[src/rtl/strip_coverage_area_tracker_top_assert.svh]
// Assertion macros for the strip coverage area tracker.
`ifndef STRIP_COVERAGE_AREA_TRACKER_TOP_ASSERT_SVH
`define STRIP_COVERAGE_AREA_TRACKER_TOP_ASSERT_SVH

// Same-cycle implication.
`define SCAT_ASSERT_NOW(name, clk, rst_n, ante, cons, msg) \
	name: assert property (@(posedge clk) disable iff (!rst_n) (ante) |-> (cons)) \
		else $error(msg);

// Next-cycle implication.
`define SCAT_ASSERT_NEXT(name, clk, rst_n, ante, cons, msg) \
	name: assert property (@(posedge clk) disable iff (!rst_n) (ante) |=> (cons)) \
		else $error(msg);

`endif

[src/rtl/scat_pkg.sv]
// Shared types and constants of the strip coverage area tracker.
package scat_pkg;

	localparam int COORD_W = 24;
	localparam int COLOR_W = 24;
	localparam int STEP_W = 52;
	localparam int AREA_W = 63;
	localparam int CFG_IDX_W = 2;
	localparam int SPLIT_LIMIT_DEF = 61;
	localparam int QUEUE_DEPTH = 2;
	localparam int QPTR_W = $clog2(QUEUE_DEPTH);
	localparam int QCNT_W = $clog2(QUEUE_DEPTH + 1);

	localparam logic signed [COORD_W-1:0] BOX_TOP = {1'b0, {(COORD_W-1){1'b1}}};
	localparam logic signed [COORD_W-1:0] BOX_BOT = {1'b1, {(COORD_W-1){1'b0}}};

	localparam logic [1:0] KIND_START = 2'd0;
	localparam logic [1:0] KIND_ADD = 2'd1;
	localparam logic [1:0] KIND_STOP = 2'd2;

	localparam logic [CFG_IDX_W-1:0] CFG_MULTI_COLOR = 2'd0;
	localparam logic [CFG_IDX_W-1:0] CFG_SECTIONS = 2'd1;
	localparam logic [CFG_IDX_W-1:0] CFG_DAY_COLOR = 2'd2;

	typedef enum logic [1:0] {
		CMD_NONE,
		CMD_START,
		CMD_ADD,
		CMD_STOP
	} cmd_t;

	typedef enum logic [2:0] {
		EVT_NONE = 3'd0,
		EVT_OPEN = 3'd1,
		EVT_SPLIT = 3'd2,
		EVT_KEPT = 3'd3,
		EVT_DISCARD = 3'd4
	} evt_t;

	typedef struct packed {
		cmd_t cmd;
		logic signed [COORD_W-1:0] le;
		logic signed [COORD_W-1:0] ln;
		logic signed [COORD_W-1:0] re;
		logic signed [COORD_W-1:0] rn;
		logic [COLOR_W-1:0] color;
	} item_t;

endpackage

[src/rtl/scat_queue.sv]
// Two-entry word queue between the classifier and the execution pipeline.
module scat_queue (
	input  logic                 clk,
	input  logic                 arst_n,
	input  logic                 push_valid,
	output logic                 push_ready,
	input  scat_pkg::item_t      push_item,
	output logic                 pop_valid,
	input  logic                 pop_ready,
	output scat_pkg::item_t      pop_item
);

	scat_pkg::item_t mem [scat_pkg::QUEUE_DEPTH];
	logic [scat_pkg::QPTR_W-1:0] wr_ptr_q;
	logic [scat_pkg::QPTR_W-1:0] rd_ptr_q;
	logic [scat_pkg::QCNT_W-1:0] count_q;
	logic push;
	logic pop;

	assign push_ready = (count_q != scat_pkg::QCNT_W'(scat_pkg::QUEUE_DEPTH));
	assign pop_valid = (count_q != '0);
	assign push = push_valid && push_ready;
	assign pop = pop_valid && pop_ready;
	assign pop_item = mem[rd_ptr_q];

	always_ff @(posedge clk or negedge arst_n) begin
		if (!arst_n) begin
			wr_ptr_q <= '0;
			rd_ptr_q <= '0;
			count_q <= '0;
		end else begin
			if (push) begin
				wr_ptr_q <= wr_ptr_q + 1'b1;
			end
			if (pop) begin
				rd_ptr_q <= rd_ptr_q + 1'b1;
			end
			if (push && !pop) begin
				count_q <= count_q + 1'b1;
			end else if (pop && !push) begin
				count_q <= count_q - 1'b1;
			end
		end
	end

	always_ff @(posedge clk) begin
		if (push) begin
			mem[wr_ptr_q] <= push_item;
		end
	end

endmodule

[config.mk]
export PLATFORM = sky130hd
export DESIGN_NAME = scat_queue
export DESIGN_NICKNAME = d
export VERILOG_FILES = /design/src/rtl/strip_coverage_area_tracker_top_assert.svh /design/src/rtl/scat_pkg.sv /design/src/rtl/scat_queue.sv
export SDC_FILE = /design/constraint.sdc
export NUM_CORES = 1
export LEC_CHECK = 0
export BUFFER_PORTS_ARGS = -buffer_cell sky130_fd_sc_hd__buf_2
export CAP_MARGIN = 20
export CORE_MARGIN = 3
export CORE_UTILIZATION = 45
export CTS_CLUSTER_DIAMETER = 120
export DETAILED_ROUTE_END_ITERATION = 7
export GPL_TIMING_DRIVEN = 0
export PLACE_DENSITY = 0.7
export SLEW_MARGIN = 20
export SYNTH_ARGS = -nofsm -noshare
export SYNTH_HDL_FRONTEND = slang
export SYNTH_SLANG_ARGS = --single-unit
[constraint.sdc]
create_clock -name clk -period 7.1 [get_ports clk]
set_input_delay 0 -clock clk [delete_from_list [all_inputs] [get_ports clk]]
set_output_delay 0 -clock clk [all_outputs]
set_load 0.02 [all_outputs]
Yosys cells after proc, flatten, opt, wreduce, memory -nomap -nowiden
Memories as Yosys holds them, arrays and structs flattened.
Cells that the tools add are included.
{"block": "word_totals", "reg_bits": 4, "ram_bits": 244, "inputBits": 126, "output_inout_bits": 124, "wordCells": 21, "n_memories": 1}
{"block": "op_classes", "add_sub_neg": 4, "n_eq_ne": 1, "muxes": 4, "reduce_logical": 8}
{"name": "mem", "words": 2, "word_bits": 122, "rd": 1, "rd_clocked_by_memory_dff": 0, "write_ports": 1, "line_no": "scat_queue.sv:13", "rtl": "scat_pkg::item_t mem [scat_pkg::QUEUE_DEPTH];"}
{"op": "$logic_and A1 B1 Y1", "n": 4}
{"op": "$mux W2", "n": 2}
{"op": "$reduce_bool A2 Y1", "n": 2}
{"op": "$add A1 B1 Y1 const B", "n": 2}
{"op": "$add A2 B1 Y2 const B", "n": 1}
{"op": "$logic_not A1 Y1", "n": 2}
{"op": "$mux W1", "n": 2}
{"op": "$ne A2 B2 Y1 const B", "n": 1}
{"op": "$sub A2 B1 Y2 const B", "n": 1}

Longest topological paths before layout
{"block": "logic_depth", "word_depth": 6, "mapped_depth": 7, "ltp_nobuf": 7}

Worst setup path after synthesis
Ideal clock, no wire load.
{"block": "synth_timing", "path_type": "register -> register", "startpoint": "register count_q[0] (netlist bit)", "endpoint": "memory mem[0][0] (netlist bit), enable pin", "setup_time_ps": 605, "arrival_ps": 5870, "required_time_ps": 6495, "setup_slack_ps": 626, "path_stages_with_launch": 4, "path_buffers": 0, "period_less_slack_ps": 6474, "path_cell_list": "dfrtp_1 > nand2b_1 > nand2_1 > nor2_1"}
{"block": "synth_between", "elab_chain_cells": 4}
{"element": "start: declaration", "line_no": "scat_queue.sv:16", "rtl": "logic [scat_pkg::QCNT_W-1:0] count_q;"}
{"element": "start signal: assignment", "line_no": "scat_queue.sv:39", "rtl": "count_q <= count_q + 1'b1;"}
{"element": "start signal: assignment", "line_no": "scat_queue.sv:41", "rtl": "count_q <= count_q - 1'b1;"}
{"element": "$ne A2 B2 Y1", "line_no": "scat_queue.sv:20", "rtl": "assign push_ready = (count_q != scat_pkg::QCNT_W'(scat_pkg::QUEUE_DEPTH));"}
{"element": "named net push_ready", "line_no": "scat_queue.sv:6", "rtl": "output logic push_ready,"}
{"element": "$logic_and A1 B1 Y1", "line_no": "scat_queue.sv:22", "rtl": "assign push = push_valid && push_ready;"}
{"element": "$mux W1", "line_no": "scat_queue.sv:47", "rtl": "if (push) begin"}
{"element": "$mux W1 (not written as such)", "line_no": "scat_queue.sv:48", "rtl": "mem[wr_ptr_q] <= push_item;"}
{"element": "end: declaration", "line_no": "scat_queue.sv:13"}
The timed path passes the listed nets, and every way through them passes these cells.

Final worst setup path
{"block": "layout_timing", "startpoint": "register count_q[0] (netlist bit)", "endpoint": "memory mem[0][61] (netlist bit), enable pin"}
{"block": "layout_between", "elab_chain_cells": 4}
{"element": "$ne A2 B2 Y1", "line_no": "scat_queue.sv:20"}
{"element": "$logic_and A1 B1 Y1", "line_no": "scat_queue.sv:22"}
{"element": "$mux W1", "line_no": "scat_queue.sv:47"}
{"element": "$mux W1 (not written as such)", "line_no": "scat_queue.sv:48"}
No other way between the ends.

==> results.cfg <==
[critical_path]
cp-end-kind = register
crit_type = reg -> reg
critPathTopFamily = simple AND/OR/NAND/NOR gates
path_max_fanout = 24
arrival_ns = 2.55
critPathRequiredTime_ns = 7.31
path_common_cell = buf_16
max_stage_delay_ns = 0.65
crit_path_start_kind = register
cpMaxStageDelayCell = nor2_4
path_buf_inv = 3
cp_cell_sequence = nand2b_1, nand2_1, nor2_4, buf_16, buf_16, buf_16

[synth]
synthArstFlopShare = 0.0161
synth_top_area_cell = edfxtp_1
yosys-top-cells-area = edfxtp_1 (79%), mux2_4 (11%), mux2_2 (6.3%), dfrtp_1 (1.1%), buf_6 (0.97%)
synth_cell_types = 16
synthCells = 398
synth_area_mm2 = 0.00929
synth_nets = 525
yosysWarnings = 0
yosysMostFrequentCell = edfxtp_1
synth_top_area_frac = 0.789
synth.avg_cell_area_um2 = 23.3
ys_seq_area_frac = 0.800
synth.top_cells.by_count = edfxtp_1 (244), mux2_4 (70), mux2_2 (52), buf_6 (8), buf_2 (5)
synth-seq-cells = 248
synth-edff-count = 244
ys.flop_type = edfxtp_1

[timing]
period_needed_ns = 2.34
whs_ns = 0.210
timing.final.ws_setup_ns = 4.76
finalCritPeriodShare = 0.329
relSlewSlack = 0.462
worstMarginPinSlew_ns = 0.805
hold_viol = 0
setup_viol_count_final = 0
rsz0062_at_grt = false
skew_ns = 0.00997
timing.setup.tns_ns = 0
finalMaxSlewViolations = 0
max_freq_mhz = 428

[placed_design]
place_hpwl_um = 12600
io_buffers = 249
gp_congestion = 0.725
placed_cell_area_mm2 = 0.0111
pre_cts_ws_ns = 4.77

[status]
outcome = finished, final reports clean

[routing]
ant_nets = 0
wl_um = 19200
drt_iter0_markers = 182
viasPerCell = 4.74
drtPass1Iterations = 4
drc = 0
vias = 5184
avgRoutedWirePerCell_um = 17.6

[finish]
num_antenna_cells = 0
syn2layout_area_growth_pct = 41.8
layout.nets = 936
drive_gt1_frac = 0.522
final_cell_area_mm2 = 0.0132

[clock_network]
numCtsBuffers = 27
cts_tree = built
cts_buffer_depth = 3
cts_setup_buffers = 0
clk_pin_slew_ns = 0.06
cts_htree_levels = 1
clk_latency_ns = 0.51
cts_sinks = 248
root_buffer = clkbuf_16

[grt]
grt_usage = 0.165
grt_max_degree = 51
antenna_found_initial = 0
grt-ovfl-total = 0
grt_pass1_wl_um = 29200
grt_pass1_vias = 5686

[floorplanning]
start_util = 0.468
fp-row-count = 51
die_h_um = 150
die_w_um = 150
io_pins = 250
dieArea_mm2 = 0.0224
core_area_mm2 = 0.0198

[run]
drv_cap = 0

[power_and_ir_drop]
vdd_drop_max_mv = 0.263
p_leak_nw = 5.21
powerDensity_mw_per_mm2 = 406

[hold_path]
hold_class = in -> reg
kinds of logic after synthesis:
logic type | Yosys count | synth area share
adders and majority gates | 1 | 0.00135
and+or+nand+nor | 7 | 0.00364
DFF | 248 | 0.800
xor gates and xnor gates | 5 | 0.00472
muxes | 122 | 0.176
buffers and inverters | 15 | 0.0144
cell type report:
| cell class | count | area (um^2) |
|---|---|---|
| Buffer | 14 | 130 |
| Clock buffer | 35 | 716 |
| Clock inverter | 13 | 141 |
| Fill cell | 1297 | 6670 |
| Inverter | 1 | 3.75 |
| Multi-Input combinational cell | 135 | 1740 |
| Sequential cell | 248 | 7430 |
| Tap cell | 265 | 332 |
| Timing Repair Buffer | 382 | 2690 |
flip-flops by register name, indices dropped and copies added, names as in the netlist:
signal and count:
mem 244, wr_ptr_q 1, count_q 2, rd_ptr_q 1
through the flow:
step | utilization | total power, W | instances
detailed placement | 0.557 | 0.00400 | 919
finish | 0.664 | 0.00535 | 1093
floorplan | - | 0.00344 | 398
global route | 0.664 | 0.00559 | 1093
global placement | 0.548 | 0.00396 | 912
CTS | 0.664 | 0.00540 | 1093
where the power goes:
part	total [W]	internal [W]	leakage (nW)	switching, W
sequential	0.00208	0.00200	2.31	0.0000814
combinational	0.00193	0.000862	2.48	0.00107
clock	0.00133	0.000816	0.417	0.000519
layer usage:
layer	wire [um]	vias up	share of wire	GRT usage
met5	0	-	0	0
met4	332	0	0.017	0.0384
met3	1570	31	0.082	0.0421
met2	10100	204	0.53	0.314
li1	-	2413	-	-
met1	7180	2536	0.37	0.184
worst register-to-register path: stages (launching register included):
cell and delay [ns]:
dfrtp_1 0.41, nand2b_1 0.18, nand2_1 0.15, nor2_4 0.65, buf_16 0.26, buf_16 0.21, buf_16 0.17
layout by cell type, fill, tap and decap left out:
| cell | Yosys | layout |
|---|---|---|
| or2_2 | 1 | 1 |
| inv_1 | 1 | 1 |
| clkinv_2 | 0 | 4 |
| xor2_1 | 2 | 2 |
| mux2_4 | 70 | 70 |
| nand2b_1 | 1 | 1 |
| clkbuf_8 | 0 | 1 |
| ha_1 | 1 | 1 |
| and3_4 | 0 | 1 |
| nor2_1 | 2 | 1 |
| inv_6 | 0 | 1 |
| clkbuf_16 | 0 | 27 |
| bufinv_16 | 0 | 3 |
| clkinvlp_4 | 0 | 1 |
| mux2_2 | 52 | 52 |
| nand2_1 | 2 | 2 |
| edfxtp_1 | 244 | 244 |
| clkbuf_1 | 0 | 7 |
| clkinv_1 | 0 | 4 |
| buf_6 | 8 | 8 |
| buf_2 | 5 | 254 |
| nor2_4 | 0 | 1 |
| buf_12 | 0 | 2 |
| dfrtp_1 | 4 | 4 |
| dlygate4sd3_1 | 0 | 126 |
| buf_8 | 1 | 1 |
| xnor2_1 | 3 | 3 |
| buf_16 | 0 | 5 |
path summary, 6_finish.rpt:
kind	start	to	slack, ns	cells past startpoint
min in group asynchronous	arst_n	rd_ptr_q	0.40	3
worst min register to register	count_q[1]	count_q[1]	0.50	1
max in group asynchronous	arst_n	count_q[1]	6.53	3
worst max register to register	count_q[0]	mem[0][61]	4.76	6
worst max-delay path	count_q[0]	mem[0][61]	4.76	6
worst min-delay path	push_item[12]	mem[0][12]	0.21	2
what timing repair did:
action                                 4_1_cts  5_1_grt
hold buffers                               126        0
endpoints found under the hold margin      251        0
resized for setup                            0        0
(Power assumes the default switching activity.)
