### config.mk
export PLATFORM = sky130hd
export DESIGN_NAME = scat_front
export DESIGN_NICKNAME = d
export VERILOG_FILES = /design/src/rtl/strip_coverage_area_tracker_top_assert.svh /design/src/rtl/scat_pkg.sv /design/src/rtl/scat_front.sv
export SDC_FILE = /design/constraint.sdc
export NUM_CORES = 1
export LEC_CHECK = 0
export ABC_AREA = 1
export ABC_CLOCK_PERIOD_IN_PS = 1900
export BUFFER_PORTS_ARGS = -buffer_cell sky130_fd_sc_hd__buf_4
export CAP_MARGIN = 15
export CORE_AREA = 2 2 108 110
export DETAILED_ROUTE_END_ITERATION = 10
export DIE_AREA = 0 0 110 112
export GPL_TIMING_DRIVEN = 0
export SYNTH_ARGS = -nofsm -noshare
export SYNTH_HDL_FRONTEND = slang
export SYNTH_SLANG_ARGS = --single-unit
### constraint.sdc
create_clock -name clk -period 1.9 [get_ports clk]
set_input_delay 0 -clock clk [delete_from_list [all_inputs] [get_ports clk]]
set_output_delay 0 -clock clk [all_outputs]
set_load 0.005 [all_outputs]
### src/rtl/strip_coverage_area_tracker_top_assert.svh
// Assertion macros for the strip coverage area tracker.
`ifndef STRIP_COVERAGE_AREA_TRACKER_TOP_ASSERT_SVH
`define STRIP_COVERAGE_AREA_TRACKER_TOP_ASSERT_SVH

// Same-cycle implication.
`define SCAT_ASSERT_NOW(name, clk, rst_n, ante, cons, msg) \
	name: assert property (@(posedge clk) disable iff (!rst_n) (ante) |-> (cons)) \
		else $error(msg);

// Next-cycle implication.
`define SCAT_ASSERT_NEXT(name, clk, rst_n, ante, cons, msg) \
	name: assert property (@(posedge clk) disable iff (!rst_n) (ante) |=> (cons)) \
		else $error(msg);

`endif

### src/rtl/scat_pkg.sv
// Shared types and constants of the strip coverage area tracker.
package scat_pkg;

	localparam int COORD_W = 24;
	localparam int COLOR_W = 24;
	localparam int STEP_W = 52;
	localparam int AREA_W = 63;
	localparam int CFG_IDX_W = 2;
	localparam int SPLIT_LIMIT_DEF = 61;
	localparam int QUEUE_DEPTH = 2;
	localparam int QPTR_W = $clog2(QUEUE_DEPTH);
	localparam int QCNT_W = $clog2(QUEUE_DEPTH + 1);

	localparam logic signed [COORD_W-1:0] BOX_TOP = {1'b0, {(COORD_W-1){1'b1}}};
	localparam logic signed [COORD_W-1:0] BOX_BOT = {1'b1, {(COORD_W-1){1'b0}}};

	localparam logic [1:0] KIND_START = 2'd0;
	localparam logic [1:0] KIND_ADD = 2'd1;
	localparam logic [1:0] KIND_STOP = 2'd2;

	localparam logic [CFG_IDX_W-1:0] CFG_MULTI_COLOR = 2'd0;
	localparam logic [CFG_IDX_W-1:0] CFG_SECTIONS = 2'd1;
	localparam logic [CFG_IDX_W-1:0] CFG_DAY_COLOR = 2'd2;

	typedef enum logic [1:0] {
		CMD_NONE,
		CMD_START,
		CMD_ADD,
		CMD_STOP
	} cmd_t;

	typedef enum logic [2:0] {
		EVT_NONE = 3'd0,
		EVT_OPEN = 3'd1,
		EVT_SPLIT = 3'd2,
		EVT_KEPT = 3'd3,
		EVT_DISCARD = 3'd4
	} evt_t;

	typedef struct packed {
		cmd_t cmd;
		logic signed [COORD_W-1:0] le;
		logic signed [COORD_W-1:0] ln;
		logic signed [COORD_W-1:0] re;
		logic signed [COORD_W-1:0] rn;
		logic [COLOR_W-1:0] color;
	} item_t;

endpackage

### src/rtl/scat_front.sv
// Front end: configuration registers and event classification.
module scat_front (
	input  logic                                  clk,
	input  logic                                  arst_n,
	input  logic                                  cfg_valid,
	output logic                                  cfg_ready,
	input  logic [scat_pkg::CFG_IDX_W-1:0]        cfg_index,
	input  logic [scat_pkg::COLOR_W-1:0]          cfg_data,
	input  logic                                  in_valid,
	output logic                                  in_ready,
	input  logic [1:0]                            kind,
	input  logic signed [scat_pkg::COORD_W-1:0]   left_east,
	input  logic signed [scat_pkg::COORD_W-1:0]   left_north,
	input  logic signed [scat_pkg::COORD_W-1:0]   right_east,
	input  logic signed [scat_pkg::COORD_W-1:0]   right_north,
	input  logic [scat_pkg::COLOR_W-1:0]          sect_color,
	output logic                                  push_valid,
	input  logic                                  push_ready,
	output scat_pkg::item_t                       push_item
);

	logic multi_color_q;
	logic sections_q;
	logic [scat_pkg::COLOR_W-1:0] day_color_q;

	assign cfg_ready = 1'b1;
	assign push_valid = in_valid;
	assign in_ready = push_ready;

	always_ff @(posedge clk or negedge arst_n) begin
		if (!arst_n) begin
			multi_color_q <= 1'b0;
			sections_q <= 1'b1;
			day_color_q <= '0;
		end else if (cfg_valid && cfg_ready) begin
			case (cfg_index)
				scat_pkg::CFG_MULTI_COLOR: multi_color_q <= cfg_data[0];
				scat_pkg::CFG_SECTIONS: sections_q <= cfg_data[0];
				scat_pkg::CFG_DAY_COLOR: day_color_q <= cfg_data;
				default: ;
			endcase
		end
	end

	// Resolve the patch color now; the user must keep config static while items are in flight (not enforced).
	always_comb begin
		push_item.le = left_east;
		push_item.ln = left_north;
		push_item.re = right_east;
		push_item.rn = right_north;
		push_item.cmd = scat_pkg::CMD_NONE;
		push_item.color = '0;
		case (kind)
			scat_pkg::KIND_START: begin
				push_item.cmd = scat_pkg::CMD_START;
				push_item.color = (multi_color_q && sections_q) ? sect_color : day_color_q;
			end
			scat_pkg::KIND_ADD: begin
				push_item.cmd = scat_pkg::CMD_ADD;
				push_item.color = multi_color_q ? sect_color : day_color_q;
			end
			scat_pkg::KIND_STOP: begin
				push_item.cmd = scat_pkg::CMD_STOP;
			end
			default: ;
		endcase
	end

endmodule

Word-level counts from Yosys, hierarchy flattened
Index checks and enable logic that the tools add are counted.
{ "classes": {"n_reduce_logical": 6, "eq_ne": 4, "n_mux": 4} }
{ "ops": {"columns": ["op", "count"], "rows": [
  ["$mux 24", 2],
  ["$pmux 24 s2", 1],
  ["$pmux 2 s3", 1],
  ["$reduce_and 2->1", 3],
  ["$eq 2x1->1 const B", 2],
  ["$eq 2x2->1 const B", 2],
  ["$logic_not 2->1", 2],
  ["$logic_and 1x1->1", 1]
]} }
{ "totals": {"inputBits": 153, "output_inout_bits": 125, "wordCells": 17, "register_bits": 26} }

Depth between registers and ports, before layout
Gate-level depths: netlist of the first run.
{ "depth": {"word_depth": 3, "depth_mapped": 6, "ltp_nobuf": 4} }

Worst setup path before layout of the first run
OpenSTA, ideal clock, no wires.
{ "synth_timing": {"path_kind": "reg2out", "from": "register sections_q", "to": "output port push_item[0] (netlist bit)", "arrival_ps": 1029, "setup_slack_ps": 871, "required_time_ps": 1900, "path_buffers": 2, "path_stages_with_launch": 7, "cell_sequence": "dfstp_2 -> buf_4 -> nand2_4 -> buf_4 -> nand2_1 -> nand3_1 -> nand2_1"} }
{ "synth_rtl": {"columns": ["item", "line_no", "source"], "rows": [
  ["start: declaration", "scat_front.sv:23", "logic sections_q;"],
  ["start signal: assignment", "scat_front.sv:38", "scat_pkg::CFG_SECTIONS: sections_q <= cfg_data[0];"],
  ["end: declaration", "scat_front.sv:19", "output scat_pkg::item_t push_item"]
]} }

==> results of run 1 <==
-- timing repair --
| item | 4_1_cts | 5_1_grt |
|---|---|---|
| endpoints found under the hold margin | 36 | 0 |
| hold buffers | 11 | 0 |
| gates resized for setup | 0 | 0 |
-- power by group --
| part | leakage (nW) | total [mW] | internal [mW] | switching (mW) |
|---|---|---|---|---|
| clock | 0.0382 | 0.466 | 0.287 | 0.179 |
| combinational | 2.47 | 1.23 | 0.652 | 0.579 |
| sequential | 0.322 | 0.698 | 0.644 | 0.0539 |
| total | 2.83 | 2.39 | 1.58 | 0.812 |
-- worst reg2reg max path: cells and delay by family, from the launching register on --
family	cells	cell delay, ns
AOI/OAI and AO/OA	1	0.08
buffers and inverters	2	0.40
and+or+nand+nor	1	0.07
DFF	1	0.51
-- cells in the mapped netlist, drive strengths merged --
cell type	count	area [um2]
buf	120	898
dfrtp	25	626
ha	4	50.1
conb	1	3.75
nand4	1	6.26
inv	77	289
clkbuf	2	7.51
nand2	124	473
o21ai	25	140
nand3	75	380
dfstp	1	26.3
nor2	2	7.51
-- worst paths after layout --
kind / slack (ns) / to / depth (start not counted)
setup / recovery: 0.32 / push_item[9] / 6
hold / removal: -0.0008 / day_color_q[3] / 3
setup reg to reg: 0.76 / sections_q / 4
hold reg to reg: 0.49 / day_color_q[14] / 2
max in group asynchronous: 1.43 / sections_q / 2
min in group asynchronous: 0.18 / day_color_q[7] / 2
-- sequential cells by signal (all words and copies together) (netlist names) --
name and cells:
multi_color_q 1, day_color_q 24, sections_q 1
-- cells by family after synthesis --
group           Yosys count
compound gates           25
fa+ha+maj                 4
flops                    26
simple gates            202
buf+inv                 199
other cells               1
-- layout make-up --
cell class                 instances  area (um2)  area share (%)
buffer                           122         906            19.6
inverter                          77         289            6.27
multi-input combinational        232        1060            23.0
timing repair buffer             189        1450            31.4
tap                              143         179            3.88
clock buffer                       4        78.8            1.71
sequential                        26         652            14.1
-- per-layer routing --
| metal | GRT usage [%] | vias up | part of all wire [%] |
|---|---|---|---|
| met5 | 0 | - | 0.12 |
| met4 | 3.38 | 2 | 1.0 |
| met3 | 3.40 | 12 | 9.3 |
| met2 | 31.2 | 151 | 54 |
| met1 | 18.5 | 1564 | 35 |
| li1 | - | 1663 | - |
==> tab_implementation.tex, run 1 <==
\begin{tabular}{lr}
\hline
Metric & Value \\
\hline
\multicolumn{2}{l}{\textbf{Status}} \\
\quad Status & finished with violations \\
\quad Violations in the final reports & hold timing \\
\multicolumn{2}{l}{\textbf{Yosys}} \\
\quad Area share of xor/xnor cells in the synthesized design & 0\% \\
\quad Synthesized-area fraction occupied by and/or/nand/nor cells & 29.8\% \\
\quad Fraction of the yosys area taken by sequential cells & 22.4\% \\
\quad Syn nets & 614 \\
\quad Count of warnings emitted by yosys & 0 \\
\quad Main combinational cell family by area after synthesis & buffers and inverters \\
\quad Count of state elements after synthesis & 26 \\
\quad Adder-cell area share of the yosys netlist & 1.72\% \\
\quad Compound-gate portion of the synthesized area & 4.82\% \\
\quad Fraction of synthesized area in multiplexers & 0\% \\
\quad Total standard cell area after synthesis & 2910 um2 \\
\quad Count of mapped cells out of synthesis & 457 \\
\quad Number of distinct library cells after synthesis & 19 \\
\quad Synthesized area divided by synthesized cell count & 6.36 um2 \\
\multicolumn{2}{l}{\textbf{Hold path}} \\
\quad Min-delay src & cfg\_data[3] \\
\quad Type of the worst min-delay path & primary input to flip-flop \\
\multicolumn{2}{l}{\textbf{Cells and area}} \\
\quad Util after Layout & 41.3\% \\
\quad Synth-to-layout area growth & 58.6\% \\
\quad Leading cell type in the layout, fill and taps excluded & buf\_4 \\
\quad Share of cells above drive strength 1 & 47.5\% \\
\quad ANT cells & 0 \\
\quad Number of filler instances in the final layout & 1179 \\
\quad Final Cell Area & 4610 um2 \\
\quad Final nets & 808 \\
\quad Final Non-Filler Cells & 793 \\
\quad Most frequent cells in the layout & buf\_4, nand2\_1, inv\_1 \\
\multicolumn{2}{l}{\textbf{Global route}} \\
\quad Gr ovfl total & 0 \\
\quad Number of antenna violations at the first check in global routing & 1 \\
\quad Largest net degree at the start of global routing & 27 \\
\quad Via count of the first global-routing pass & 3139 \\
\quad Global-route wire length before repair & 15.8 mm \\
\quad Combined global-route utilization of all metal layers & 16.5\% \\
\multicolumn{2}{l}{\textbf{Critical path}} \\
\quad Worst path bufs/invs & 3 \\
\quad Critical path origin & sections\_q \\
\quad Capturing element type of the critical path & output port \\
\quad Family with the most delay on the worst path & buffers and inverters \\
\quad Crit Reg-Reg Startpoint & sections\_q \\
\quad Cell Chain, Critical Path & buf\_4 -> buf\_2 -> nand3\_1 -> nand3\_1 -> nand2\_1 -> buf\_4 \\
\quad Standard cell with the maximum stage delay on the critical path & dfstp\_2 \\
\quad Largest stage delay on the critical path & 0.51 ns \\
\quad Crit Path Class & flip-flop to output port \\
\quad Maximum fanout count along the critical path & 10 \\
\quad Setup crit start kind & flip-flop \\
\quad Crit path DAT & 1.58 ns \\
\quad Critical Path RT & 1.90 ns \\
\multicolumn{2}{l}{\textbf{Pwr}} \\
\quad Power per cell area & 519 nW/um2 \\
\quad Worst vdd ir & 399 uV \\
\quad Cell leakage power & 2.83 nW \\
\quad Total power consumption of the routed design & 2.39 mW \\
\multicolumn{2}{l}{\textbf{Job}} \\
\quad Max-capacitance violation count & 0 \\
\multicolumn{2}{l}{\textbf{Place}} \\
\quad Placed inst area & 4420 um2 \\
\quad Half-perimeter wire length after placement & 9.75 mm \\
\quad Number of buffers inserted by port buffering & 178 \\
\quad Weighted congestion at the end of routability-driven global placement & 0.885 \\
\quad Setup slack after placement & 0.616 ns \\
\quad Dpl cells & 778 \\
\multicolumn{2}{l}{\textbf{STA}} \\
\quad Final setup vio count & 0 \\
\quad Setup TNS after final layout & 0 ns \\
\quad Worst Skew & 0 ns \\
\quad RSZ-0062 raised after global routing & no \\
\quad Final max-slew violation count & 0 \\
\quad Hold Fails Final Rpt & 2 \\
\quad Smallest setup slack after layout & 0.315 ns \\
\quad Final clock period utilization by the worst path & 83.4\% \\
\quad WHS & -0.000820 ns \\
\quad Maximum clock rate & 631 MHz \\
\quad Min cycle time layout & 1.58 ns \\
\multicolumn{2}{l}{\textbf{Clocking}} \\
\quad Clock root cell & clkbuf\_16 \\
\quad Number of H-tree levels & 1 \\
\quad Insertion delay of the later-clocked pin in the worst-skew pair & 0.25 ns \\
\quad CTS clock-pin slew for the worst setup and hold paths & 0.06 ns \\
\quad Number of clock sinks seen by CTS & 26 \\
\quad Deepest clock path buffer count & 2 \\
\quad Clock tree from TritonCTS & yes \\
\quad Post-CTS Setup Inserts & 0 \\
\quad Clock buffer count from CTS & 3 \\
\multicolumn{2}{l}{\textbf{Floorplanning}} \\
\quad Total number of placement rows & 39 \\
\quad Die Span Y & 112 um \\
\quad Area of the core & 11200 um2 \\
\quad Area of the die & 12300 um2 \\
\quad Initial cell density of the core & 26.0\% \\
\quad Num ports & 278 \\
\quad X dimension of the die & 110 um \\
\multicolumn{2}{l}{\textbf{Routing}} \\
\quad Post-detailed-routing wire length & 11.2 mm \\
\quad Wire length per cell after detailed routing & 14.1 um \\
\quad Remaining antenna violation count after routing & 0 \\
\quad First drt pass iteration count & 5 \\
\quad Drt drc & 0 \\
\quad Mean number of vias per cell & 4.28 \\
\quad Starting DRT DRC Count & 133 \\
\quad Total via count in the routed design & 3392 \\
\hline
\end{tabular}
Power figures use the tool's default switching activity.
==> run 2: changes to the inputs <==
--- a/config.mk
+++ b/config.mk
@@ -6,7 +6,7 @@
 export NUM_CORES = 1
 export LEC_CHECK = 0
 export ABC_AREA = 1
-export ABC_CLOCK_PERIOD_IN_PS = 1900
+export ABC_CLOCK_PERIOD_IN_PS = 1300
 export BUFFER_PORTS_ARGS = -buffer_cell sky130_fd_sc_hd__buf_4
 export CAP_MARGIN = 15
 export CORE_AREA = 2 2 108 110
==> constraint.sdc (replaced) <==
create_clock -name clk -period 1.3 [get_ports clk]
set_input_delay 0 -clock clk [delete_from_list [all_inputs] [get_ports clk]]
set_output_delay 0 -clock clk [all_outputs]
set_load 0.005 [all_outputs]
==> tab_implementation.tex, run 2 (synthesized netlist as in run 1, its figures left out) <==
\begin{tabular}{lr}
\hline
Metric & Value \\
\hline
\multicolumn{2}{l}{\textbf{Status}} \\
\quad Status & finished with violations \\
\quad Violations in the final reports & hold timing, setup timing \\
\multicolumn{2}{l}{\textbf{Cells and area}} \\
\quad Final nets & 810 (+0.25\%) \\
\quad Number of filler instances in the final layout & 1173 (-0.51\%) \\
\quad ANT cells & 0 (unchanged) \\
\quad Register with the highest flop count & day\_color\_q \\
\quad Final Cell Area & 4680 um2 (+1.5\%) \\
\quad Leading cell type in the layout, fill and taps excluded & buf\_4 \\
\quad Synth-to-layout area growth & 61.0\% \\
\quad Most frequent cells in the layout & buf\_4, nand2\_1, inv\_1 \\
\quad Share of cells above drive strength 1 & 48.8\% (+1.2 points) \\
\quad Registers with the highest flip-flop counts & day\_color\_q x24, multi\_color\_q x1, sections\_q x1 \\
\quad Final Non-Filler Cells & 795 (+0.25\%) \\
\quad Flip-flop count of the largest register after layout & 24 (unchanged) \\
\multicolumn{2}{l}{\textbf{STA}} \\
\quad Setup TNS after final layout & -2.36 ns (-2.36 ns) \\
\quad Final clock period utilization by the worst path & 112\% \\
\quad Final setup vio count & 24 (+24) \\
\quad Min cycle time layout & 1.45 ns \\
\quad WHS & -0.00109 ns (-0.000270 ns) \\
\quad Hold Fails Final Rpt & 3 (+1) \\
\quad Smallest setup slack after layout & -0.153 ns (-0.468 ns) \\
\quad Final max-slew violation count & 0 (unchanged) \\
\quad Maximum clock rate & 688 MHz \\
\quad RSZ-0062 raised after global routing & yes \\
\quad Worst Skew & 0 ns (unchanged) \\
\multicolumn{2}{l}{\textbf{Routing}} \\
\quad Drt drc & 0 (unchanged) \\
\quad Remaining antenna violation count after routing & 0 (unchanged) \\
\quad First drt pass iteration count & 5 (unchanged) \\
\quad Wire length per cell after detailed routing & 14.1 um (-0.56\%) \\
\quad Starting DRT DRC Count & 160 (+20\%) \\
\quad Post-detailed-routing wire length & 11.2 mm (-0.31\%) \\
\quad Total via count in the routed design & 3376 (-0.47\%) \\
\quad Mean number of vias per cell & 4.25 (-0.72\%) \\
\multicolumn{2}{l}{\textbf{Clocking}} \\
\quad Clock buffer count from CTS & 3 (unchanged) \\
\quad Clock root cell & clkbuf\_16 \\
\quad Number of clock sinks seen by CTS & 26 (unchanged) \\
\quad CTS clock-pin slew for the worst setup and hold paths & 0.06 ns (about the same) \\
\quad Clock tree from TritonCTS & yes \\
\quad Deepest clock path buffer count & 2 (unchanged) \\
\quad Insertion delay of the later-clocked pin in the worst-skew pair & 0.25 ns (about the same) \\
\quad Number of H-tree levels & 1 (unchanged) \\
\multicolumn{2}{l}{\textbf{Floorplanning}} \\
\quad Total number of placement rows & 39 (unchanged) \\
\quad X dimension of the die & 110 um (unchanged) \\
\quad Area of the die & 12300 um2 (unchanged) \\
\quad Num ports & 278 (unchanged) \\
\quad Area of the core & 11200 um2 (unchanged) \\
\quad Initial cell density of the core & 26.0\% (unchanged) \\
\quad Die Span Y & 112 um (unchanged) \\
\multicolumn{2}{l}{\textbf{Place}} \\
\quad Placed inst area & 4420 um2 (unchanged) \\
\quad Half-perimeter wire length after placement & 9.75 mm (unchanged) \\
\quad Number of buffers inserted by port buffering & 178 (unchanged) \\
\quad Dpl cells & 778 (unchanged) \\
\quad Weighted congestion at the end of routability-driven global placement & 0.885 (unchanged) \\
\multicolumn{2}{l}{\textbf{Critical path}} \\
\quad Setup crit start kind & flip-flop \\
\quad Largest stage delay on the critical path & 0.59 ns (+0.08 ns) \\
\quad Capturing element type of the critical path & output port \\
\quad Crit path DAT & 1.45 ns (-0.13 ns) \\
\quad Standard cell with the maximum stage delay on the critical path & dfstp\_2 \\
\quad Number of cells on the worst reg-to-reg path & 3 (-1) \\
\quad Critical path origin & sections\_q \\
\quad Worst reg2reg setup slack & 0.30 ns (-0.46 ns) \\
\quad Cell Chain, Critical Path & buf\_4 -> nand3\_1 -> nand3\_1 -> nand2\_1 -> buf\_4 \\
\quad Maximum fanout count along the critical path & 10 (unchanged) \\
\quad Crit Path Class & flip-flop to output port \\
\quad Reg-to-Reg End & sections\_q \\
\quad Critical Path RT & 1.30 ns (-0.60 ns) \\
\quad Crit Reg-Reg Startpoint & sections\_q \\
\multicolumn{2}{l}{\textbf{Pwr}} \\
\quad Cell leakage power & 2.85 nW (+0.77\%) \\
\quad Power per cell area & 761 nW/um2 (+47\%) \\
\quad Worst vdd ir & 582 uV (+46\%) \\
\multicolumn{2}{l}{\textbf{Hold path}} \\
\quad Hold path endpoint & day\_color\_q[3] \\
\quad WHS Path Cells & 3 (unchanged) \\
\quad Min-delay src & cfg\_data[3] \\
\quad Type of the worst min-delay path & primary input to flip-flop \\
\multicolumn{2}{l}{\textbf{Global route}} \\
\quad Via count of the first global-routing pass & 3162 (+0.73\%) \\
\quad Number of antenna violations at the first check in global routing & 1 (unchanged) \\
\quad Largest net degree at the start of global routing & 27 (unchanged) \\
\quad Combined global-route utilization of all metal layers & 16.5\% (+0.036 points) \\
\quad Gr ovfl total & 0 (unchanged) \\
\quad Global-route wire length before repair & 15.9 mm (+0.27\%) \\
\multicolumn{2}{l}{\textbf{Job}} \\
\quad Max-capacitance violation count & 0 (unchanged) \\
\hline
\end{tabular}
## run 2: cell count changes in the layout (fill, tap and decap cells not counted)
cell,before,now
buf_12,0,1
buf_2,10,8
buf_4,282,280
buf_6,6,11
nand2_1,123,116
nand2_2,0,7
## run 2: power breakdown
group / switching, mW / internal, mW / total (mW)
sequential: 0.0865 / 0.942 / 1.03
combinational: 0.854 / 0.996 / 1.85
clock: 0.263 / 0.419 / 0.682
## run 2: area by class of cell
cell class	count	area (um2)	share of cell area [%]
buffer	121	915	19.5
clock buffer	4	78.8	1.68
inverter	77	289	6.17
multi-input combinational	232	1080	23.0
sequential	26	652	13.9
tap	143	179	3.82
timing repair buffer	192	1490	31.8
## run 2: worst max-delay path by stage
stage / end / slack [ns] / depth (start not counted)
5_1_grt: push_item[9] / -0.22 / 5
3_5_place_dp: push_item[22] / 0.02 / 6
4_1_cts: push_item[9] / -0.12 / 5
3_3_place_gp: push_item[9] / 0.01 / 6
2_1_floorplan: push_item[9] / 0.27 / 6
6_report: push_item[9] / -0.15 / 5
## run 2: timing repair
item,in CTS,in global routing
hold buffers,11,0
pin swaps,2,1
resized for setup,11,3
endpoints found under the setup margin,24,24
endpoints found under the hold margin,36,0
setup buffers,3,0
## run 2: metrics by stage
| stage | setup WS, ns | util, % | power [mW] |
|---|---|---|---|
| after global placement | 0.0139 | 39.6 | 2.78 |
| after floorplan | 0.271 | - | 2.01 |
| after global routing | -0.218 | 41.9 | 3.82 |
| after CTS | -0.119 | 41.8 | 3.58 |
| after detailed placement | 0.0163 | 39.6 | 2.82 |
| final | -0.153 | 41.9 | 3.56 |
## run 2: critical path, delay by kind of cell, from the launching register on
kind | cells | cell delay (ns)
buffers and inverters | 2 | 0.35
DFF | 1 | 0.59
and+or+nand+nor | 3 | 0.26
## run 2: layer usage
| layer | global-route usage (%) | share of wire, % | wire (um) | vias up |
|---|---|---|---|---|
| li1 | - | - | - | 1667 |
| met1 | 18.6 | 35 | 3910 | 1543 |
| met2 | 31.2 | 55 | 6100 | 152 |
| met3 | 3.40 | 9.2 | 1030 | 12 |
| met4 | 3.38 | 1.1 | 119 | 2 |
| met5 | 0 | 0.12 | 13 | - |
==> run 3: changes to the inputs <==
--- a/config.mk
+++ b/config.mk
@@ -7,11 +7,11 @@
 export LEC_CHECK = 0
 export ABC_AREA = 1
 export ABC_CLOCK_PERIOD_IN_PS = 1300
-export BUFFER_PORTS_ARGS = -buffer_cell sky130_fd_sc_hd__buf_4
 export CAP_MARGIN = 15
-export CORE_AREA = 2 2 108 110
+export CORE_AREA = 2 2 109 111
 export DETAILED_ROUTE_END_ITERATION = 10
-export DIE_AREA = 0 0 110 112
+export DIE_AREA = 0 0 111 113
+export DONT_BUFFER_PORTS = 1
 export GPL_TIMING_DRIVEN = 0
 export SYNTH_ARGS = -nofsm -noshare
 export SYNTH_HDL_FRONTEND = slang
==> tab_implementation.tex, run 3 (synthesized netlist as in run 1, its figures left out) <==
\begin{tabular}{lr}
\hline
Metric & Value \\
\hline
\multicolumn{2}{l}{\textbf{Hold path}} \\
\quad Type of the worst min-delay path & primary input to flip-flop \\
\quad WHS Path Cells & 4 (+1) \\
\quad Min-delay src & cfg\_index[0] \\
\quad Hold path endpoint & multi\_color\_q \\
\multicolumn{2}{l}{\textbf{Cells and area}} \\
\quad Leading cell type in the layout, fill and taps excluded & nand2\_1 \\
\quad Most frequent cells in the layout & nand2\_1, buf\_4, inv\_1 \\
\quad Final nets & 650 (-20\%) \\
\quad Final Non-Filler Cells & 635 (-20\%) \\
\quad ANT cells & 0 (unchanged) \\
\quad Share of cells above drive strength 1 & 32.3\% (-16 points) \\
\quad Flip-flop count of the largest register after layout & 24 (unchanged) \\
\quad Final Cell Area & 3590 um2 (-23\%) \\
\quad Register with the highest flop count & day\_color\_q \\
\quad Synth-to-layout area growth & 23.6\% \\
\quad Registers with the highest flip-flop counts & day\_color\_q x24, multi\_color\_q x1, sections\_q x1 \\
\multicolumn{2}{l}{\textbf{Place}} \\
\quad Dpl cells & 600 (-23\%) \\
\quad Weighted congestion at the end of routability-driven global placement & 0.854 (-3.6\%) \\
\quad Half-perimeter wire length after placement & 9.42 mm (-3.4\%) \\
\quad Setup slack after placement & 0.0923 ns (+0.0761 ns) \\
\quad Number of buffers inserted by port buffering & 0 (-100\%) \\
\quad Placed inst area & 3090 um2 (-30\%) \\
\multicolumn{2}{l}{\textbf{Status}} \\
\quad Status & finished with violations \\
\quad Violations in the final reports & setup timing \\
\multicolumn{2}{l}{\textbf{Clocking}} \\
\quad Clock root cell & clkbuf\_16 \\
\quad Number of clock sinks seen by CTS & 26 (unchanged) \\
\quad Deepest clock path buffer count & 2 (unchanged) \\
\quad CTS clock-pin slew for the worst setup and hold paths & 0.06 ns (about the same) \\
\quad Clock tree from TritonCTS & yes \\
\quad Insertion delay of the later-clocked pin in the worst-skew pair & 0.25 ns (about the same) \\
\quad Number of H-tree levels & 1 (unchanged) \\
\quad Clock buffer count from CTS & 3 (unchanged) \\
\multicolumn{2}{l}{\textbf{Critical path}} \\
\quad Maximum fanout count along the critical path & 4 (-6) \\
\quad Worst reg2reg setup slack & 0.32 ns (+0.02 ns) \\
\quad Number of cells on the worst reg-to-reg path & 3 (unchanged) \\
\quad Reg-to-Reg End & sections\_q \\
\quad Setup crit start kind & flip-flop \\
\quad Capturing element type of the critical path & output port \\
\quad Critical Path RT & 1.30 ns (about the same) \\
\quad Crit Path Class & flip-flop to output port \\
\quad Crit Reg-Reg Startpoint & sections\_q \\
\quad Crit path DAT & 1.32 ns (-0.13 ns) \\
\multicolumn{2}{l}{\textbf{STA}} \\
\quad Final clock period utilization by the worst path & 102\% (-10 points) \\
\quad Smallest setup slack after layout & -0.0238 ns (+0.129 ns) \\
\quad Maximum clock rate & 755 MHz (+9.8\%) \\
\quad RSZ-0062 raised after global routing & yes \\
\quad Final max-slew violation count & 0 (unchanged) \\
\quad Final setup vio count & 9 (-63\%) \\
\quad Worst Skew & 0 ns (unchanged) \\
\quad Hold Fails Final Rpt & 0 (-3) \\
\quad Min cycle time layout & 1.32 ns (-0.129 ns) \\
\multicolumn{2}{l}{\textbf{Pwr}} \\
\quad Share of power burned in registers & 32.7\% (+3.8 points) \\
\quad Cell leakage power & 2.06 nW (-28\%) \\
\quad Switching power as a share of total power & 36.3\% (+2.5 points) \\
\quad Reported net switching power & 1.13 mW (-5.8\%) \\
\quad Clock Power Share & 21.3\% (+2.2 points) \\
\quad Cell internal power dissipation & 1.99 mW (-16\%) \\
\quad Comb power frac & 46.0\% (-6.0 points) \\
\quad Power per cell area & 869 nW/um2 (+14\%) \\
\quad Worst vdd ir & 560 uV (-3.8\%) \\
\multicolumn{2}{l}{\textbf{Routing}} \\
\quad Total via count in the routed design & 2791 (-17\%) \\
\quad First drt pass iteration count & 4 (-1) \\
\quad Drt drc & 0 (unchanged) \\
\quad Mean number of vias per cell & 4.40 (+3.5\%) \\
\quad Starting DRT DRC Count & 116 (-28\%) \\
\quad Post-detailed-routing wire length & 10.9 mm (-2.5\%) \\
\quad Remaining antenna violation count after routing & 0 (unchanged) \\
\quad Wire length per cell after detailed routing & 17.2 um (+22\%) \\
\multicolumn{2}{l}{\textbf{Global route}} \\
\quad Global-route wire length before repair & 15.6 mm (-1.5\%) \\
\quad Combined global-route utilization of all metal layers & 15.8\% (-0.70 points) \\
\quad Via count of the first global-routing pass & 2739 (-13\%) \\
\quad Largest net degree at the start of global routing & 27 (unchanged) \\
\quad Number of antenna violations at the first check in global routing & 0 (-1) \\
\quad Gr ovfl total & 0 (unchanged) \\
\multicolumn{2}{l}{\textbf{Job}} \\
\quad Max-capacitance violation count & 0 (unchanged) \\
\multicolumn{2}{l}{\textbf{Floorplanning}} \\
\quad Area of the die & 12500 um2 (+1.8\%) \\
\quad Area of the core & 11300 um2 (+0.87\%) \\
\quad Die Span Y & 113 um (+0.89\%) \\
\quad Initial cell density of the core & 25.8\% (-0.23 points) \\
\quad Total number of placement rows & 39 (unchanged) \\
\quad Num ports & 278 (unchanged) \\
\quad X dimension of the die & 111 um (+0.91\%) \\
\hline
\end{tabular}
run 3: cell count changes in the layout (fill, tap and decap cells not counted):
cell and delta:
buf_4 -176, buf_6 -3, buf_8 +1, dlygate4sd3_1 +18
nand2_1 -11, nand2_2 +10, nand2_4 +1, nand3_1 -8
nand3_2 +8
run 3: worst max path at each step:
stage	startpoint	to	slack (ns)	cells after the start
CTS	sections_q	push_item[15]	-0.01	5
detailed placement	sections_q	push_item[22]	0.09	5
floorplan	sections_q	push_item[9]	0.27	6
finish	sections_q	push_item[18]	-0.02	5
global placement	sections_q	push_item[15]	0.10	6
global route	sections_q	push_item[22]	-0.09	4
run 3: repair_timing:
item	4_1_cts	5_1_grt
endpoints found under the setup margin	20	24
pin swaps	3	2
gates resized for setup	11	23
hold endpoints to repair	52	0
buffers inserted	2	1
hold buffers	30	0
run 3: final cells by class:
cell class / instances / area (um2)
buffer: 120 / 911
clock buffer: 4 / 78.8
fill: 1252 / 7680
inverter: 77 / 289
multi-input combinational: 232 / 1150
sequential: 26 / 652
tap: 143 / 179
timing repair buffer: 33 / 333
run 3: through the flow:
stage	hold slack, ns	total power, mW	TNS [ns]	utilization [%]
finish	0.00974	3.12	-0.0935	31.9
floorplan	-0.296	2.01	0	-
detailed placement	-0.295	2.31	0	27.4
CTS	0.00143	3.09	-0.0400	31.1
global placement	-0.295	2.29	0	27.4
global route	0.0375	3.36	-1.14	31.9
run 3: power by group through the flow:
stage | Clock [mW] | Sequential [mW] | Combinational [mW]
CTS | 0.687 | 1.02 | 1.39
detailed placement | 0 | 1.03 | 1.28
floorplan | 0 | 1.00 | 1.00
global route | 0.710 | 1.04 | 1.61
global placement | 0 | 1.02 | 1.26
finish | 0.664 | 1.02 | 1.44
run 3: critical path: stages, from the launching register on:
cell and delay, ns:
dfstp_2 0.58, nand2_4 0.08, buf_4 0.15, nand2_1 0.07, nand3_1 0.08, nand2_1 0.11
run 3: per-layer routing:
layer	GRT usage, %	share of wire [%]	vias to the layer above	routed length, um
met3	3.37	7.1	8	773
met2	30.6	54	148	5910
met5	0	0	-	0
met4	2.33	0.91	0	99
met1	18.2	38	1285	4130
li1	-	-	1350	-
